[src/sv/hrsa_pkg.sv]
package hrsa_pkg;

   // item operation codes
   localparam logic [1:0] OP_START = 2'd0;
   localparam logic [1:0] OP_STOP  = 2'd1;
   localparam logic [1:0] OP_TICK  = 2'd2;

   // phase codes
   localparam logic [1:0] PHASE_SMALL  = 2'd0;
   localparam logic [1:0] PHASE_MEDIUM = 2'd1;
   localparam logic [1:0] PHASE_LARGE  = 2'd2;

   // configuration register indexes
   localparam int CSR_INDEX_W = 3;
   localparam logic [CSR_INDEX_W-1:0] CSR_REPEAT_INTERVAL    = 3'd0;
   localparam logic [CSR_INDEX_W-1:0] CSR_SMALL_STEP         = 3'd1;
   localparam logic [CSR_INDEX_W-1:0] CSR_MEDIUM_STEP        = 3'd2;
   localparam logic [CSR_INDEX_W-1:0] CSR_LARGE_STEP         = 3'd3;
   localparam logic [CSR_INDEX_W-1:0] CSR_SMALL_PHASE_COUNT  = 3'd4;
   localparam logic [CSR_INDEX_W-1:0] CSR_MEDIUM_PHASE_COUNT = 3'd5;

   localparam int CSR_DATA_W = 16;
   localparam logic [15:0] VALUE_MAX = 16'hFFFF;
   localparam logic [3:0]  GRID_FIVE = 4'd5;
   localparam logic [3:0]  GRID_TEN  = 4'd10;

   typedef struct packed {
      logic [15:0] repeat_interval;
      logic [15:0] small_step;
      logic [15:0] medium_step;
      logic [15:0] large_step;
      logic [7:0]  small_phase_count;
      logic [7:0]  medium_phase_count;
   } cfg_type;

   typedef struct packed {
      logic [1:0]  op;
      logic        direction_up;
      logic [15:0] start_value;
      logic [31:0] now;
   } item_type;

   typedef struct packed {
      logic [15:0] value;
      logic        stepped;
      logic        active;
      logic [1:0]  phase;
   } result_type;

   // 16 = 1 mod 5, so nibble sums keep the residue
   function automatic logic [3:0] mod5_f(input logic [15:0] v);
      logic [5:0] s1;
      logic [4:0] s2;
      logic [4:0] r;
      s1 = 6'(v[3:0]) + 6'(v[7:4]) + 6'(v[11:8]) + 6'(v[15:12]);
      s2 = 5'(s1[3:0]) + 5'(s1[5:4]);
      if (s2 >= 5'd15) begin
         r = s2 - 5'd15;
      end else if (s2 >= 5'd10) begin
         r = s2 - 5'd10;
      end else if (s2 >= 5'd5) begin
         r = s2 - 5'd5;
      end else begin
         r = s2;
      end
      return r[3:0];
   endfunction

   // residue mod 10 from residue mod 5 and parity
   function automatic logic [3:0] mod10_f(input logic [15:0] v);
      logic [3:0] r5;
      r5 = mod5_f(v);
      if (r5[0] == v[0]) begin
         return r5;
      end
      return r5 + 4'd5;
   endfunction

endpackage

[src/sv/hrsa_cfg_regs.sv]
module hrsa_cfg_regs (
   input  logic                                 clock,
   input  logic                                 reset,
   input  logic                                 wr_en,
   input  logic [hrsa_pkg::CSR_INDEX_W-1:0]     wr_index,
   input  logic [hrsa_pkg::CSR_DATA_W-1:0]      wr_data,
   output hrsa_pkg::cfg_type                    cfg
);
   import hrsa_pkg::*;

   cfg_type cfg_ff;
   cfg_type cfg_in;

   always_comb begin
      cfg_in = cfg_ff;
      if (wr_en) begin
         case (wr_index)
            CSR_REPEAT_INTERVAL:    cfg_in.repeat_interval    = wr_data;
            CSR_SMALL_STEP:         cfg_in.small_step         = wr_data;
            CSR_MEDIUM_STEP:        cfg_in.medium_step        = wr_data;
            CSR_LARGE_STEP:         cfg_in.large_step         = wr_data;
            CSR_SMALL_PHASE_COUNT:  cfg_in.small_phase_count  = wr_data[7:0];
            CSR_MEDIUM_PHASE_COUNT: cfg_in.medium_phase_count = wr_data[7:0];
            default: ;
         endcase
      end
   end

   always_ff @(posedge clock) begin
      if (reset) begin
         cfg_ff.repeat_interval    <= 16'd100;
         cfg_ff.small_step         <= 16'd1;
         cfg_ff.medium_step        <= 16'd5;
         cfg_ff.large_step         <= 16'd10;
         cfg_ff.small_phase_count  <= 8'd10;
         cfg_ff.medium_phase_count <= 8'd10;
      end else begin
         cfg_ff <= cfg_in;
      end
   end

   assign cfg = cfg_ff;

endmodule

[src/sv/hrsa_step_core.sv]
module hrsa_step_core (
   input  logic                  clock,
   input  logic                  reset,
   input  logic                  advance,
   input  hrsa_pkg::item_type    item,
   input  hrsa_pkg::cfg_type     cfg,
   output hrsa_pkg::result_type  result
);
   import hrsa_pkg::*;

   logic        held_ff,      held_in;
   logic        going_up_ff,  going_up_in;
   logic [1:0]  phase_ff,     phase_in;
   logic [7:0]  count_ff,     count_in;
   logic [31:0] last_time_ff, last_time_in;
   logic [15:0] value_ff,     value_in;

   logic        is_start;
   logic        dir;
   logic [15:0] base;
   logic [1:0]  ph;
   logic [7:0]  cnt;
   logic [15:0] step;
   logic [7:0]  limit;
   logic [16:0] sum;
   logic [15:0] moved;
   logic [7:0]  cnt_inc;
   logic [3:0]  rem;
   logic [3:0]  grid;
   logic [16:0] up_round;
   logic [15:0] rounded;
   logic [15:0] step_value;
   logic [1:0]  step_phase;
   logic [7:0]  step_count;
   logic [31:0] elapsed;
   logic        tick_go;
   logic        stepped;

   // one step from the selected starting point
   always_comb begin
      is_start = (item.op == OP_START);
      dir  = is_start ? item.direction_up : going_up_ff;
      base = is_start ? item.start_value  : value_ff;
      ph   = is_start ? PHASE_SMALL       : phase_ff;
      cnt  = is_start ? 8'd0              : count_ff;

      case (ph)
         PHASE_SMALL: begin
            step  = cfg.small_step;
            limit = cfg.small_phase_count;
            grid  = GRID_FIVE;
         end
         PHASE_MEDIUM: begin
            step  = cfg.medium_step;
            limit = cfg.medium_phase_count;
            grid  = GRID_TEN;
         end
         default: begin
            step  = cfg.large_step;
            limit = 8'd0;
            grid  = GRID_TEN;
         end
      endcase

      sum = {1'b0, base} + {1'b0, step};
      if (dir) begin
         moved = sum[16] ? VALUE_MAX : sum[15:0];
      end else begin
         moved = (base > step) ? (base - step) : 16'd0;
      end

      rem      = (ph == PHASE_SMALL) ? mod5_f(moved) : mod10_f(moved);
      up_round = {1'b0, moved} - 17'(rem) + 17'(grid);
      if (rem == 4'd0) begin
         rounded = moved;
      end else if (dir) begin
         rounded = up_round[16] ? VALUE_MAX : up_round[15:0];
      end else begin
         rounded = moved - 16'(rem);
      end

      cnt_inc    = cnt + 8'd1;
      step_value = moved;
      step_phase = ph;
      step_count = cnt;
      if (limit != 8'd0) begin
         if (cnt_inc >= limit) begin
            step_value = rounded;
            step_phase = (ph == PHASE_SMALL) ? PHASE_MEDIUM : PHASE_LARGE;
            step_count = 8'd0;
         end else begin
            step_count = cnt_inc;
         end
      end
   end

   // state update per operation
   always_comb begin
      elapsed      = item.now - last_time_ff;
      tick_go      = held_ff && (elapsed >= {16'd0, cfg.repeat_interval});
      held_in      = held_ff;
      going_up_in  = going_up_ff;
      phase_in     = phase_ff;
      count_in     = count_ff;
      last_time_in = last_time_ff;
      value_in     = value_ff;
      stepped      = 1'b0;
      case (item.op)
         OP_START: begin
            held_in      = 1'b1;
            going_up_in  = item.direction_up;
            last_time_in = item.now;
            value_in     = step_value;
            phase_in     = step_phase;
            count_in     = step_count;
            stepped      = 1'b1;
         end
         OP_STOP: begin
            held_in  = 1'b0;
            phase_in = PHASE_SMALL;
            count_in = 8'd0;
         end
         OP_TICK: begin
            if (tick_go) begin
               last_time_in = item.now;
               value_in     = step_value;
               phase_in     = step_phase;
               count_in     = step_count;
               stepped      = 1'b1;
            end
         end
         default: ;
      endcase
   end

   always_ff @(posedge clock) begin
      if (reset) begin
         held_ff      <= 1'b0;
         going_up_ff  <= 1'b0;
         phase_ff     <= PHASE_SMALL;
         count_ff     <= 8'd0;
         last_time_ff <= 32'd0;
         value_ff     <= 16'd0;
      end else if (advance) begin
         held_ff      <= held_in;
         going_up_ff  <= going_up_in;
         phase_ff     <= phase_in;
         count_ff     <= count_in;
         last_time_ff <= last_time_in;
         value_ff     <= value_in;
      end
   end

   assign result.value   = value_in;
   assign result.stepped = stepped;
   assign result.active  = held_in;
   assign result.phase   = phase_in;

endmodule

[src/sv/hold_repeat_step_accelerator.sv]
// hold-to-repeat value adjuster with step acceleration
// req channel: one transfer per item (op start / stop / tick, direction,
//   start value, timestamp); every item yields exactly one rsp transfer
// rsp channel: adjusted value, stepped flag, hold active flag, phase
// csr channel: register index and write data, always ready, write only
//   while no item is in flight
// path: an accepted item is loaded into the input register, and its result
//   goes into the output register once that one is free, raising rsp_valid
// throughput: one item per cycle while rsp_ready stays high; the state update
//   (elapsed compare, step add with clamp, grid rounding) is one combinational
//   pass between the input register and the output register
// receiver stall: the output register holds its result, the input
//   register keeps one more item, then req_ready drops
// reset: clears both valid flags, the hold state, value and phase; the
//   configuration registers return to their default values
module hold_repeat_step_accelerator (
   input  logic                                clock,
   input  logic                                reset,
   // request channel
   input  logic                                req_valid,
   output logic                                req_ready,
   input  logic [1:0]                          req_op,
   input  logic                                req_direction_up,
   input  logic [15:0]                         req_start_value,
   input  logic [31:0]                         req_now,
   // response channel
   output logic                                rsp_valid,
   input  logic                                rsp_ready,
   output logic [15:0]                         rsp_value,
   output logic                                rsp_stepped,
   output logic                                rsp_active,
   output logic [1:0]                          rsp_phase,
   // configuration channel
   input  logic                                csr_valid,
   output logic                                csr_ready,
   input  logic [hrsa_pkg::CSR_INDEX_W-1:0]    csr_index,
   input  logic [hrsa_pkg::CSR_DATA_W-1:0]     csr_wdata
);
   import hrsa_pkg::*;

   // input register
   logic       in_valid_ff, in_valid_in;
   item_type   item_ff,     item_in;

   // output register
   logic       rsp_valid_ff, rsp_valid_in;
   result_type rsp_ff,       rsp_in;

   cfg_type    cfg;
   logic       out_free;
   logic       advance;

   // output register frees when empty or when its transfer completes
   assign out_free  = !rsp_valid_ff || rsp_ready;
   // item moves through the step logic into the output register
   assign advance   = in_valid_ff && out_free;
   assign req_ready = !in_valid_ff || advance;
   assign csr_ready = 1'b1;

   hrsa_cfg_regs u_cfg (
      .clock    (clock),
      .reset    (reset),
      .wr_en    (csr_valid && csr_ready),
      .wr_index (csr_index),
      .wr_data  (csr_wdata),
      .cfg      (cfg)
   );

   hrsa_step_core u_core (
      .clock   (clock),
      .reset   (reset),
      .advance (advance),
      .item    (item_ff),
      .cfg     (cfg),
      .result  (rsp_in)
   );

   always_comb begin
      item_in.op           = req_op;
      item_in.direction_up = req_direction_up;
      item_in.start_value  = req_start_value;
      item_in.now          = req_now;
      // load a new item whenever the input register is free
      in_valid_in  = req_ready ? req_valid : in_valid_ff;
      rsp_valid_in = advance ? 1'b1 : (rsp_ready ? 1'b0 : rsp_valid_ff);
   end

   always_ff @(posedge clock) begin
      if (reset) begin
         in_valid_ff  <= 1'b0;
         rsp_valid_ff <= 1'b0;
      end else begin
         in_valid_ff  <= in_valid_in;
         rsp_valid_ff <= rsp_valid_in;
      end
   end

   // payload registers, no reset needed
   always_ff @(posedge clock) begin
      if (req_ready) begin
         item_ff <= item_in;
      end
      if (advance) begin
         rsp_ff <= rsp_in;
      end
   end

   assign rsp_valid   = rsp_valid_ff;
   assign rsp_value   = rsp_ff.value;
   assign rsp_stepped = rsp_ff.stepped;
   assign rsp_active  = rsp_ff.active;
   assign rsp_phase   = rsp_ff.phase;

   // a step only happens while a hold is active
   a_step_needs_hold: assert property (
      @(posedge clock) disable iff (reset)
      rsp_valid |-> (!rsp_stepped || rsp_active))
      else $error("step reported without an active hold");

   // a start always steps and activates the hold
   a_start_steps: assert property (
      @(posedge clock) disable iff (reset)
      (advance && item_ff.op == OP_START) |=> (rsp_valid && rsp_stepped && rsp_active))
      else $error("start item did not step");

   // a stop ends the hold and returns to the small phase
   a_stop_clears: assert property (
      @(posedge clock) disable iff (reset)
      (advance && item_ff.op == OP_STOP)
         |=> (rsp_valid && !rsp_active && !rsp_stepped && rsp_phase == PHASE_SMALL))
      else $error("stop item did not clear the hold");

endmodule

[config.mk]
export PLATFORM = sky130hd
export DESIGN_NAME = hold_repeat_step_accelerator
export DESIGN_NICKNAME = d
export VERILOG_FILES = /design/src/sv/hrsa_pkg.sv /design/src/sv/hrsa_cfg_regs.sv /design/src/sv/hrsa_step_core.sv /design/src/sv/hold_repeat_step_accelerator.sv
export SDC_FILE = /design/constraint.sdc
export NUM_CORES = 1
export LEC_CHECK = 0
export ABC_AREA = 1
export BUFFER_PORTS_ARGS = -buffer_cell sky130_fd_sc_hd__buf_2
export CORE_UTILIZATION = 45
export DETAILED_ROUTE_END_ITERATION = 16
export SETUP_SLACK_MARGIN = 0.1
export SLEW_MARGIN = 40
export SYNTH_ARGS = -nofsm -noshare
export SYNTH_HDL_FRONTEND = slang
export SYNTH_SLANG_ARGS = --single-unit
[constraint.sdc]
create_clock -name clock -period 10.8 [get_ports clock]
set_clock_uncertainty 0.15 [all_clocks]
set_input_delay 0.54 -clock clock [delete_from_list [all_inputs] [get_ports clock]]
set_output_delay 0.54 -clock clock [all_outputs]
set_load 0.01 [all_outputs]
# Word-level counts from Yosys, hierarchy flattened
# Index checks and enable logic that the tools add are counted.
# op_classes
n_lt_le_gt_ge	6
n_shift	0
n_mux	40
n_mul	0
n_eq_ne	10
n_div	0
bitwise_logic	0
addsub	15
n_reduce_logical	22
# op_table
operator	n
two-way mux 16 bit	10
case mux 16 bit (2 select lines)	2
case mux 32 bit (2 select lines)	1
>= comparator 32 x 16 -> 1 bit	1
two-way mux 32 bit	1
two-way mux 8 bit	4
subtractor 32 bit	1
two-way mux 4 bit	7
case mux 8 bit (3 select lines)	1
adder 16 x 16 -> 17 bit	1
adder 17 x 4 -> 17 bit	1
subtractor 16 x 4 -> 17 bit	1
> comparator 16 bit	1
case mux 8 bit (2 select lines)	1
subtractor 16 bit	1
subtractor 16 x 4 -> 16 bit	1
adder 6 x 4 -> 6 bit	2
AND reduction 2 bit	6
>= comparator 5 x 4 -> 1 bit (second input constant)	2
two-way mux 2 bit	5
adder 8 x 1 -> 8 bit (second input constant)	1
>= comparator 8 bit	1
nonzero test 8 bit	1
subtractor 4 bit (second input constant)	2
24 further kinds	38
# word_totals
input_bits	75
ramBits	0
output_inout_bits	23
rom_bits	0
latch_bits	0
wordCells	115
regBits	213
mem_count	0

# Depth between registers and ports, before layout
# depth
ltp_word	28
ltp_mapped	72
mapped_depth_nobuf	70

# Cells and area by module
# Synthesis repeated with hierarchy kept, for this count alone.
# unflattened
cells_unflattened	2415
hier_area_um2	16330.7
# by_module_without_submodules
module	seq_area_each_um2	n_inst	cells_per_inst	area_each_um2
hrsa_step_core	1201.2	1	1874	10919.2
hrsa_cfg_regs	1601.5	1	458	3184.3
hold_repeat_step_accelerator	2172.1	1	83	2227.1

# Worst setup path before layout
# No wires, ideal clock.
# synth_timing
kind	reg2reg
from	register item_ff[50] (netlist bit)
to	register rsp_ff, in the netlist rsp_value[9], data pin
t_required_ps	10397
path_slack_ps	177
n_path_buf	4
stages_incl_launch_ff	63
t_arrival_ps	10221
setup_time_ps	253
synth_period_minus_slack_ps	10623
path_cell_list	edfxtp_1 -> nor2_4 -> nor2_1 -> nor2_2 -> clkbuf_1 -> buf_1 -> a221oi_1 -> fa_1 -> inv_1 -> nand3_1 -> nand2_1 -> nand2_1 -> nand2_2 -> nand2_2 -> nand2_2 -> nand2_2 -> nand2_4 -> buf_2 -> [27 not listed] -> ha_1 -> or2_2 -> ha_1 -> a21oi_1 -> nand2_1 -> nand3_1 -> nand2_1 -> nand3_1 -> nand2_1 -> a21oi_1 -> or2_4 -> nand2_1 -> buf_4 -> or2_0 -> nand4_1 -> nand2_1 -> nand2_1 -> nand2_1
# synth_lines
item	line	rtl
start: declaration	hold_repeat_step_accelerator.sv:43	item_type item_ff, item_in;
start signal: assignment	hold_repeat_step_accelerator.sv:101	item_ff <= item_in;
end signal: assignment	hold_repeat_step_accelerator.sv:104	rsp_ff <= rsp_in;
end: declaration	hold_repeat_step_accelerator.sv:47	result_type rsp_ff, rsp_in;

==> summary.txt <==
Clock network
  • Cts bufs inserted: 26
  • H-Tree Depth: 1
  • Worst-case clock buffer depth: 3
  • CTS tree: done
  • Clock-pin slew on the worst setup and hold paths: 0.06 ns
  • Worst skew pair latency: 0.55 ns
  • Root Buffer: clkbuf_16
  • Clock sinks: 213

Drt
  • Via density: 5.238
  • Residual DRC: 0
  • Drt total wl: 49310 µm
  • 1st-iter DRT viols: 977
  • Pre-Repair DR Iteration Count: 5
  • Via count: 15210
  • Final antenna-violating net count: 0
  • Wire per inst: 16.99 µm

Floorplan
  • Die Wd: 189.7 µm
  • Rows: 68
  • Core Box Area: 34630 µm²
  • Die Y: 189.7 µm
  • Initial Util: 45.79%
  • DIE AREA: 35990 µm²
  • Io pins: 98

Critical path
  • RR Startpoint: item_ff[50]
  • Worst setup path start: item_ff[50]
  • Crit path top cell by count: nand2_2
  • Slowest cell on the critical path: fa_2
  • Crit Path Max Fanout: 8
  • CP max stage delay: 0.59 ns
  • Worst Setup End Kind: flop
  • CP Data Required Time: 10.95 ns
  • Critical path class: reg2reg
  • Critical Path AT: 10.18 ns
  • CP Launch Type: flop

Synthesis
  • Synth Register Bits: 213
  • Library cells used by synthesis: 55
  • Synth warnings: 0
  • Post-synthesis async set-or-reset flop share: 0%
  • Synthesized area per cell: 7.056 µm²
  • Post-synthesis sequential area ratio: 31.38%
  • Synth Cell Area: 15860 µm²
  • Syn_nets: 2476
  • Synth Instances: 2247
  • Post-synth EDFFs: 71
  • Main flop type after synthesis: dfxtp_1

Place
  • Buffers added on ports: 96
  • HPWL Detailed: 38240 µm
  • Placer Congestion: 0.9425
  • Pre-CTS setup slack: 0.09762 ns

Global route
  • Vias in the first global route: 14310
  • Initial antenna violation count: 0
  • Largest net degree at the start of global routing: 91
  • Global route total overflow: 0
  • GRT Util Overall: 27.14%
  • First-pass GRT wire length: 77040 µm

STA
  • Minimum clock period: 10.04 ns
  • RSZ-0062 raised after global routing: yes
  • Headroom to the max-slew limit: 45.46%
  • Fin crit share: 92.93%
  • Worst Tran Pin Value: 0.8181 ns
  • Slew Limit Fails: 0
  • Peak Freq: 99.63 MHz
  • Setup violators final: 0
  • Final hold vios: 0
  • Final worst-path setup slack: 0.7633 ns
  • Setup_tns: 0 ns

Final layout
  • Fin nets: 2657
  • Layout area overhead: 19.00%
  • Share of layout cells above drive strength 1: 16.26%
  • Antenna Cells: 0

Min path
  • Hold Path Class: in2reg
  • Worst hold start: req_now[16]

Flow run
  • Max Cap Viol: 0

Run status
  • Status: completed
[final timing paths]
| check | endpoint | slack, ns | cells after the start |
|---|---|---|---|
| min reg2reg | u_core.last_time_ff[3] | 0.30 | 2 |
| max reg2reg | rsp_value[2] | 0.76 | 58 |
| min | item_ff[16] | 0.02 | 1 |
| max | rsp_value[2] | 0.76 | 58 |
[cells in the final DEF, fill, tap and decap left out, drive strengths merged, types with 2 or more instances in the layout]
cell	count
dlygate4sd3	19
xnor2	12
clkbuf	34
nand2	511
edfxtp	71
a21boi	2
nand4	33
o21bai	12
nand3b	9
o21ai	180
a21o	4
nor2	201
a22o	4
fa	12
nand3	142
buf	205
nor3	18
o211ai	12
a21oi	215
bufinv	2
a221oi	16
ha	142
xor2	46
o22ai	13
inv	335
a31oi	8
clkinv	17
dfxtp	142
or2	13
o21a	4
nor4	2
o221ai	3
and2	3
[logic make-up after synthesis]
| group | after synthesis | synth area share, % |
|---|---|---|
| buf+inv | 413 | 10.51 |
| simple gates | 932 | 25.69 |
| other cells | 1 | 0.02365 |
| compound gates | 476 | 16.48 |
| flops | 213 | 31.38 |
| xor+xnor | 58 | 3.204 |
| fa+ha+maj | 154 | 12.72 |
[worst max-delay path: cells and delay by family, from the launching register on]
kind | cells | cell delay [ns]
AND/OR/NAND/NOR | 29 | 3.21
XOR/XNOR | 2 | 0.28
adder cells (fa/ha/maj) | 9 | 3.09
flip-flops | 1 | 0.47
buffers and inverters | 10 | 1.27
AO/OA/AOI/OAI | 8 | 1.30
[cells in the mapped netlist, types with 13 or more instances]
cell type	instances	share of area [%]
nor3_1	16	0.51
nand4_1	33	1.3
inv_1	317	7.5
ha_1	142	11
a21oi_1	209	6.6
edfxtp_1	71	13
inv_2	17	0.40
nand3_1	131	4.1
dfxtp_1	142	18
nand2_2	21	0.83
buf_2	18	0.57
xor2_1	46	2.5
o22ai_1	13	0.51
a221oi_1	16	0.88
nor2_1	187	4.4
o21ai_0	176	5.6
nand2_1	486	12
clkbuf_1	37	0.88
[metal layers]
metal,wire [µm],up-vias,track usage [%]
met1,22350,7005,35.92
met5,0,-,0
met4,1593,0,9.367
li1,-,7755,-
met2,23140,370,45.87
met3,2222,77,2.804
[registers in the layout, indices dropped and copies added (netlist names)]
name,count
u_core.value_ff,16
rsp_phase,2
rsp_stepped,1
u_core.phase_ff,2
u_core.going_up_ff,1
item_ff,51
u_core.count_ff,8
u_core.held_ff,1
u_core.last_time_ff,32
rsp_active,1
in_valid_ff,1
rsp_valid,1
rsp_value,16
u_cfg.cfg,80
[stage by stage]
step           std cells  hold WS, ns  instance area, µm²  utilization [%]
6_report            2903      0.02357               18870            54.49
5_1_grt             2903    0.0002650               18870            54.49
4_1_cts             2873     0.001994               18170            52.48
3_5_place_dp        2812       0.2984               17190            49.65
3_3_place_gp        2812       0.2918               17190            49.65
2_1_floorplan       2247       0.2796               15860                -
[area by class of cell]
type / count / area [µm²]
clock buffers: 32 / 673.1
clock inverters: 16 / 153.9
fillers: 3366 / 15760
inverters: 339 / 1275
multi-input cells: 1622 / 9618
flip-flops and latches: 213 / 4976
well taps: 455 / 569.3
repair buffers: 226 / 1603
[repair_timing]
item,in CTS,in global routing
setup buffers,0,21
pin swaps,0,16
endpoints found under the hold margin,13,6
resized for setup,4,94
cloned,0,3
setup endpoints to repair,13,32
hold buffers,13,6
Power is not shown: default switching activity piles up to over one toggle a cycle in this logic, so the estimate is an artifact.
